## src/hdl/b64c_pkg.sv

```systemverilog
// Shared types, constants and character functions for the Base64 stream codec.
// No dependencies; imported by b64c_step and base64_stream_codec_core.
package b64c_pkg;

	localparam int MAX_RESULTS = 4;
	localparam logic [7:0] PAD_CHAR = 8'h3D;

	typedef struct packed {
		logic [7:0] data_byte;
		logic       last_in;
	} in_item_t;

	typedef struct packed {
		logic [7:0] out_byte;
		logic       out_last;
		logic       error_flag;
	} out_item_t;

	typedef struct packed {
		logic [23:0] group_bits;
		logic [1:0]  group_position;
		logic        pad_third;
		logic        pad_fourth;
		logic        discard_rest;
	} grp_state_t;

	// Map a 6-bit value to its alphabet character.
	function automatic logic [7:0] enc_char(input logic [5:0] v);
		logic [7:0] w;
		w = {2'b00, v};
		if (v < 6'd26)
			return 8'h41 + w;
		else if (v < 6'd52)
			return 8'h61 + (w - 8'd26);
		else if (v < 6'd62)
			return 8'h30 + (w - 8'd52);
		else if (v == 6'd62)
			return 8'h2B;
		else
			return 8'h2F;
	endfunction

	// Return {valid, value} for a character.
	function automatic logic [6:0] char_value(input logic [7:0] c);
		logic [7:0] d;
		d = 8'h00;
		if (c >= 8'h41 && c <= 8'h5A) begin
			d = c - 8'h41;
			return {1'b1, d[5:0]};
		end else if (c >= 8'h61 && c <= 8'h7A) begin
			d = c - 8'h61 + 8'd26;
			return {1'b1, d[5:0]};
		end else if (c >= 8'h30 && c <= 8'h39) begin
			d = c - 8'h30 + 8'd52;
			return {1'b1, d[5:0]};
		end else if (c == 8'h2B) begin
			return {1'b1, 6'd62};
		end else if (c == 8'h2F) begin
			return {1'b1, 6'd63};
		end
		return 7'd0;
	endfunction

endpackage

```

## src/hdl/b64c_step.sv

```systemverilog
// One-item step of the codec: group state and item in, next state and burst out.
// Depends on b64c_pkg.
module b64c_step (
	input  logic                  decode_mode,
	input  b64c_pkg::grp_state_t  st,
	input  b64c_pkg::in_item_t    item,
	output b64c_pkg::grp_state_t  nxt,
	output logic [2:0]            n_res,
	output b64c_pkg::out_item_t [3:0] res
);
	import b64c_pkg::*;

	logic [1:0]  enc_pos;
	logic [23:0] enc_bits;
	logic [23:0] triple;
	logic [6:0]  dec_cv;
	logic        is_pad;
	logic [5:0]  dec_v;
	logic        dec_ok;
	logic [23:0] dec_bits;
	logic        pt;
	logic        pf;
	logic [1:0]  dec_cnt;

	always_comb begin
		enc_pos = (st.group_position > 2'd2) ? 2'd2 : st.group_position;
		enc_bits = {st.group_bits[15:0], item.data_byte};
		unique case (enc_pos)
			2'd0:    triple = {enc_bits[7:0], 16'h0000};
			2'd1:    triple = {enc_bits[15:0], 8'h00};
			default: triple = enc_bits;
		endcase
		dec_cv = char_value(item.data_byte);
		is_pad = (item.data_byte == PAD_CHAR);
		dec_v = is_pad ? 6'd0 : dec_cv[5:0];
		dec_ok = is_pad || dec_cv[6];
		dec_bits = {st.group_bits[17:0], dec_v};
		pt = st.pad_third | (is_pad && st.group_position == 2'd2);
		pf = st.pad_fourth | (is_pad && st.group_position == 2'd3);
		dec_cnt = item.last_in ? (2'd3 - ({1'b0, pt} + {1'b0, pf})) : 2'd3;
	end

	always_comb begin
		nxt = st;
		n_res = 3'd0;
		res = '0;
		if (!decode_mode) begin
			if (enc_pos < 2'd2 && !item.last_in) begin
				nxt.group_bits = enc_bits;
				nxt.group_position = enc_pos + 2'd1;
			end else begin
				for (int k = 0; k < MAX_RESULTS; k++) begin
					res[k].out_byte = (k < int'(enc_pos) + 2) ?
						enc_char(triple[23 - 6 * k -: 6]) : PAD_CHAR;
					res[k].out_last = (k == MAX_RESULTS - 1) && item.last_in;
					res[k].error_flag = 1'b0;
				end
				n_res = 3'd4;
				nxt.group_bits = '0;
				nxt.group_position = 2'd0;
				nxt.pad_third = 1'b0;
				nxt.pad_fourth = 1'b0;
			end
		end else if (st.discard_rest) begin
			if (item.last_in) begin
				nxt = '0;
			end
		end else if (!dec_ok || (st.group_position != 2'd3 && item.last_in)) begin
			res[0].out_byte = 8'h00;
			res[0].out_last = 1'b1;
			res[0].error_flag = 1'b1;
			n_res = 3'd1;
			nxt = '0;
			nxt.discard_rest = !dec_ok && !item.last_in;
		end else if (st.group_position != 2'd3) begin
			nxt.group_bits = dec_bits;
			nxt.group_position = st.group_position + 2'd1;
			nxt.pad_third = pt;
			nxt.pad_fourth = pf;
		end else begin
			for (int k = 0; k < 3; k++) begin
				if (k < int'(dec_cnt)) begin
					res[k].out_byte = dec_bits[23 - 8 * k -: 8];
					res[k].out_last = (k + 1 == int'(dec_cnt)) && item.last_in;
					res[k].error_flag = 1'b0;
				end
			end
			n_res = {1'b0, dec_cnt};
			nxt = '0;
		end
	end

endmodule

```

## src/hdl/base64_stream_codec_core.sv

```systemverilog
// Top level of the Base64 stream codec: input register, step logic, result burst.
// Depends on b64c_pkg and b64c_step.
//
// Usage:
//   byte channel (byte_valid / byte_stall / byte_item): one byte or character
//     per item, last_in marks the end of a message.
//   res channel (res_valid / res_stall / res_item): one character or byte per
//     item; error items carry out_byte 0, out_last 1, error_flag 1.
//   cfg channel (cfg_valid / cfg_ready / cfg_data): decode_mode, 0 encode,
//     1 decode. Always ready; a write clears all group state. Write only idle.
// Result path: an accepted item is held in the input register, and its
//   results are then loaded into the result register, which presents them.
// Throughput: an item that completes a group loads its burst (up to four
//   results) into the result register; the burst drains one result per
//   cycle while res_stall is low, so encoding is limited by the drain of the
//   burst, and decoding takes one character per cycle, set by the input.
//   Items that give no result never wait for a busy result burst.
// Reset: encode mode, empty group, nothing pending.
// Stall: a stalled result holds; the input stalls once the input register
//   holds an item that cannot enter a busy result burst.
module base64_stream_codec_core (
	input  logic                 clk,
	input  logic                 arst_n,
	input  logic                 byte_valid,
	output logic                 byte_stall,
	input  b64c_pkg::in_item_t   byte_item,
	output logic                 res_valid,
	input  logic                 res_stall,
	output b64c_pkg::out_item_t  res_item,
	input  logic                 cfg_valid,
	output logic                 cfg_ready,
	input  logic                 cfg_data
);
	import b64c_pkg::*;

	logic                 s1_v_q;
	in_item_t             item_s1;
	logic                 mode_q;
	grp_state_t           st_q;
	grp_state_t           st_n;
	logic [2:0]           n_res;
	out_item_t [3:0]      res_n;
	out_item_t [3:0]      res_q;
	logic [2:0]           cnt_q;
	logic                 res_free;
	logic                 move;
	logic                 load;
	logic                 take;
	logic                 cfg_wr;

	b64c_step u_step (
		.decode_mode (mode_q),
		.st          (st_q),
		.item        (item_s1),
		.nxt         (st_n),
		.n_res       (n_res),
		.res         (res_n)
	);

	assign cfg_ready = 1'b1;
	assign cfg_wr = cfg_valid && cfg_ready;
	assign res_valid = (cnt_q != 3'd0);
	assign take = res_valid && !res_stall;
	assign res_free = (cnt_q == 3'd0) || (cnt_q == 3'd1 && !res_stall);
	assign move = s1_v_q && (res_free || n_res == 3'd0);
	assign load = move && n_res != 3'd0;
	assign byte_stall = s1_v_q && !move;
	assign res_item = res_q[0];

	always_ff @(posedge clk or negedge arst_n) begin
		if (!arst_n) begin
			s1_v_q <= 1'b0;
		end else if (!byte_stall) begin
			s1_v_q <= byte_valid;
		end
	end

	always_ff @(posedge clk) begin
		if (byte_valid && !byte_stall) begin
			item_s1 <= byte_item;
		end
	end

	always_ff @(posedge clk or negedge arst_n) begin
		if (!arst_n) begin
			mode_q <= 1'b0;
			st_q <= '0;
		end else if (cfg_wr) begin
			mode_q <= cfg_data;
			st_q <= '0;
		end else if (move) begin
			st_q <= st_n;
		end
	end

	always_ff @(posedge clk or negedge arst_n) begin
		if (!arst_n) begin
			cnt_q <= 3'd0;
		end else if (load) begin
			cnt_q <= n_res;
		end else if (take) begin
			cnt_q <= cnt_q - 3'd1;
		end
	end

	always_ff @(posedge clk) begin
		if (load) begin
			res_q <= res_n;
		end else if (take) begin
			for (int i = 0; i < MAX_RESULTS - 1; i++) begin
				res_q[i] <= res_q[i + 1];
			end
		end
	end

	a_cnt_range: assert property (@(posedge clk) disable iff (!arst_n)
		cnt_q <= 3'd4)
		else $error("result burst count out of range");

	a_no_stall_empty: assert property (@(posedge clk) disable iff (!arst_n)
		!s1_v_q |-> !byte_stall)
		else $error("input stalled with empty input register");

	a_error_item: assert property (@(posedge clk) disable iff (!arst_n)
		res_valid && res_item.error_flag |-> res_item.out_last && res_item.out_byte == 8'h00)
		else $error("malformed error item");

	a_cfg_clears: assert property (@(posedge clk) disable iff (!arst_n)
		cfg_wr |=> st_q.group_position == 2'd0 && !st_q.discard_rest && mode_q == $past(cfg_data))
		else $error("configuration write did not reset group state");

endmodule
```

## config.mk

```make
export PLATFORM = sky130hd
export DESIGN_NAME = base64_stream_codec_core
export DESIGN_NICKNAME = d
export VERILOG_FILES = /design/src/hdl/b64c_pkg.sv /design/src/hdl/b64c_step.sv /design/src/hdl/base64_stream_codec_core.sv
export SDC_FILE = /design/constraint.sdc
export NUM_CORES = 1
export LEC_CHECK = 0
export BUFFER_PORTS_ARGS = -buffer_cell sky130_fd_sc_hd__clkbuf_2
export CORE_MARGIN = 2
export CORE_UTILIZATION = 50
export DETAILED_ROUTE_END_ITERATION = 8
export HOLD_SLACK_MARGIN = 0.08
export PLACE_DENSITY = 0.71
export SYNTH_ARGS = -nofsm -noshare
export SYNTH_HDL_FRONTEND = slang
export SYNTH_HIERARCHICAL = 1
export SYNTH_SLANG_ARGS = --single-unit
```

## constraint.sdc

```tcl
create_clock -name clk -period 9.1 [get_ports clk]
set_input_delay 1.82 -clock clk [delete_from_list [all_inputs] [get_ports clk]]
set_output_delay 1.82 -clock clk [all_outputs]
set_load 0.02 [all_outputs]
```

### After elaboration in Yosys (flattened, before gate mapping)

Index checks and enable logic that the tools add are counted.

* bits in registers: 77
* input port bits: 15
* output and inout port bits: 13
* logic and storage cells: 203

* $add $sub $neg: 31
* order comparisons: 27
* eq/ne operators: 17
* multiplexer cells: 63
* bitwise operators: 3
* reductions and logical operators: 39

Operator list (count)
* $mux 30: 6
* $mux 8: 15
* $mux 23: 5
* $lt 3x32->1 const A: 2
* $lt 6x6->1 const B: 8
* $pmux 24 s2: 1
* $mux 22: 2
* $mux 7: 6
* $mux 10: 4
* $mux 20: 2
* $add 6x8->8 const A: 4
* $add 7x6->8 const A: 4
* $add 7x8->8 const A: 4
* $lt 1x32->1 const A: 1
* $lt 2x32->1 const A: 1
* $mux 3: 10
* $sub 6x5->7 const B: 4
* $sub 6x6->7 const B: 4
* $eq 6x6->1 const B: 4
* $eq 8x6->1 const B: 3
* $lt 6x5->1 const B: 4
* $logic_and 1x1->1: 17
* $ge 8x7->1 const B: 2
* $le 8x7->1 const B: 2
* 38 further kinds: 65

### Longest topological paths before layout

* word-level depth: 20
* depth in mapped cells: 19
* depth with buffers taken out: 14

### By module

Netlist, hierarchy kept.

By module, submodules not included
* b64c_step: times used 1, cells an instance 652, area each 4366.7 um^2, seq. area each 0.0 um^2
* base64_stream_codec_core: times used 1, cells an instance 257, area each 3709.8 um^2, seq. area each 2322.2 um^2

### Least setup slack after synthesis

No wires, ideal clock.

* kind: register -> output
* from: register item_s1[3] (netlist name)
* to: output byte_stall
* arrival time: 2.750 ns
* required time: 7.280 ns
* slack: 4.530 ns
* cell stages (with the launch flop): 12
* path buffers: 2
* path through: edfxtp_1 clkbuf_1 inv_1 ha_1 nand2_1 or2_2 a311o_1 nand3_1 buf_2 a21oi_1 or3_4 o211a_1

* word-level cells in the longest chain between the ends: 18
* elaborated cells on any way between the ends: 41
* classes of those cells: 2 x add/sub; 6 x order compare; 3 x eq/ne; 15 x mux; 2 x bitwise; 13 x reduce/logical

RTL lines
* start, declared: line base64_stream_codec_core.sv:37 `in_item_t item_s1;`
* start signal, assigned: line base64_stream_codec_core.sv:80 `item_s1 <= byte_item;`
* parallel branches: the longest is 10 deep, another holds $ge 8x6->1
* $mux 3 (*): line b64c_step.sv:68 `end else if (!dec_ok || (st.group_position != 2'd3 && item.last_in)) begin`
* $mux 3 (*): line b64c_step.sv:64 `end else if (st.discard_rest) begin`
* $mux 3 (*): line b64c_step.sv:47 `if (!decode_mode) begin`
* net n_res[0]: line base64_stream_codec_core.sv:41 `logic [2:0] n_res;`
* $logic_not 3->1 (*): line base64_stream_codec_core.sv:65 `assign move = s1_v_q && (res_free || n_res == 3'd0);`
* $logic_or 1x1->1 (*): line base64_stream_codec_core.sv:65
* $logic_and 1x1->1 (*): line base64_stream_codec_core.sv:65
* $logic_not 1->1 (*): line base64_stream_codec_core.sv:67 `assign byte_stall = s1_v_q && !move;`
* $logic_and 1x1->1 (*): line base64_stream_codec_core.sv:67
* end, declared: line base64_stream_codec_core.sv:25 `output logic byte_stall,`

Mark *: on every way through the listed nets, which the timed path passes.

### Worst setup path in the final report

* from: register item_s1[4] (netlist name)
* to: output byte_stall

Same word-level chain as after synthesis.

==> impl_metrics.csv <==
group,metric,value,unit
detailed_routing,routed.top_layer,"met4",
power,pwr_density_cell,212.3,mW/mm^2
sta,slew_viol_final,0,
place,place.gp.congestion,0.9120,
cts,cts_hold_buf,0,
global_routing,grt_overflow,0,
setup_path,worstSetupEndpointType,"output port",
detailed_routing,vias,6677,
sta,clock_skew,0.01186,ns
final_layout,num_antenna_cells,0,
worst_hold_path,min-delay-start,"res_q[21]",
place,dp.cells,1024,
sta,setup_viol,0,
setup_path,r2r-start,"item_s1[4]",
detailed_routing,first_pass_iters,6,
cts,worstSkewPairLatency,0.34,ns
final_layout,final_common_cell,"nand2_1",
setup_path,r2r_cells,9,
floorplan,ios,28,
detailed_routing,drt-total-wl,20.36,mm
detailed_routing,post_drt_wl_per_cell,19.58,um
synth,syn_area_per_cell,8.830,sq um
detailed_routing,met3_length,1.265,mm
sta,finalHoldViolations,0,
cts,cts_setup_buffers,0,
global_routing,antenna_found_initial,0,
power,p_leak,3.287,nW
floorplan,core,0.01515,sq mm
detailed_routing,ant_nets,0,
cts,clk_pin_slew,0.07,ns
detailed_routing,via_per_inst,6.420,
floorplan,start_util,0.5090,
setup_path,cp.arrival,3.92,ns
floorplan,die_x,128.2,um
setup_path,critical_path_required,7.28,ns
setup_path,path_max_fanout,21,
sta,slew_headroom,0.1998,
final_layout,area_growth,4.399,%
synth,syn_inst,873,
detailed_routing,drt-initial-drc-count,734,
sta,fmax,174.1,MHz
final_layout,stdcell_count,1040,
sta,rsz0062_at_grt,"false",
sta,finalSetupTns,0,ns
cts,cts_resized,0,
final_layout,layout_common_cells,"nand2_1 (62), nand2b_1 (61), ha_1 (53)",
cts,cts-root-buf,"clkbuf_16",
setup_path,r2r_end,"item_s1[0]",
worst_hold_path,holdPathEnd,"res_q[11]",
sta,fin_crit_sh,0.6311,
floorplan,rows,45,
cts,h-tree-depth,3,
final_layout,postLayoutCellArea,0.008048,sq mm
detailed_routing,wl_met1,8.699,mm
cts,clk_path_buf_depth,2,
power,power.total,1.708,mW
place,dpl_cell_area,0.007755,sq mm
place,portBuffers,26,
worst_hold_path,hold_class,"reg2reg",
cts,cts_buffers,9,
cts,cts_tree,"built",
sta,tightest_slew,1.194,ns
sta,fin_crit,5.743,ns
setup_path,path_class,"reg2out",
cts,clock-sinks,77,
global_routing,gr-usage-all-layers,0.2506,
global_routing,grt_max_degree,48,
synth,yosysWarnings,6,
worst_hold_path,min_path_cells,1,
global_routing,grt_pass1_vias,6196,
final_layout,drive_above_1_share,0.1350,
setup_path,cp-start-kind,"flop",
detailed_routing,drc_errors,0,
detailed_routing,route.met2.wl,9.607,mm
floorplan,dieArea,0.01643,sq mm
floorplan,die_y,128.2,um
synth,netlist_area,0.007709,sq mm
setup_path,ff2ff_setup_slack,4.39,ns
place,post-dp-hpwl,14.53,mm
job,cap_viol_max_count,0,
global_routing,grt_pass1_wl,32.54,mm
final_layout,nets,915,
outcome,outcome,"completed",
power,irDropWorstVdd,124.7,uV
flip-flops by register name (all words and copies together) (netlist names):
| name | count |
|---|---|
| cnt_q | 3 |
| st_q | 23 |
| mode_q | 1 |
| s1_v_q | 1 |
| res_q | 30 |
| item_s1 | 9 |
| res_item | 10 |
layer usage:
layer / global-route usage / up-vias
met5: 0 / -
met4: 0.09761 / 0
met3: 0.03297 / 50
met2: 0.4177 / 266
met1: 0.3317 / 3203
li1: - / 3158
stage by stage:
step / hold slack (ns) / setup slack (ns) / utilization
6_report: 0.5475 / 3.357 / 0.5314
4_1_cts: 0.5476 / 3.385 / 0.5314
3_5_place_dp: 0.5330 / 3.774 / 0.5120
5_1_grt: 0.5745 / 3.065 / 0.5314
3_3_place_gp: 0.5263 / 3.919 / 0.5120
2_1_floorplan: 0.4787 / 4.530 / -
cell type report:
| class | instances | area [sq um] |
|---|---|---|
| inverters | 48 | 182.7 |
| clock buffers | 9 | 225.2 |
| clock inverters | 7 | 67.56 |
| multi-input cells | 676 | 4967 |
| well taps | 188 | 235.2 |
| flip-flops and latches | 77 | 2172 |
| fillers | 1417 | 7098 |
| repair buffers | 35 | 197.7 |
critical path: stages (launching register included):
cell and delay, ns:
edfxtp_1 0.80, ha_1 0.44, a21oi_1 0.07, nor2b_1 0.28, a311o_1 0.31, nand3_1 0.43
and2_1 0.45, or3_4 0.46, o211a_1 0.16, clkbuf_2 0.16
how the worst max path moves through the flow:
stage,startpoint,depth (start not counted),end
CTS,item_s1[4],9,byte_stall
detailed placement,item_s1[4],9,byte_stall
floorplan,item_s1[3],11,byte_stall
global placement,item_s1[4],9,byte_stall
global route,item_s1[4],9,byte_stall
finish,item_s1[4],9,byte_stall
power by group:
group	internal [mW]	switching, mW
combinational	0.313	0.478
sequential	0.496	0.0729
clock	0.191	0.158
Power figures use the tool's default switching activity.
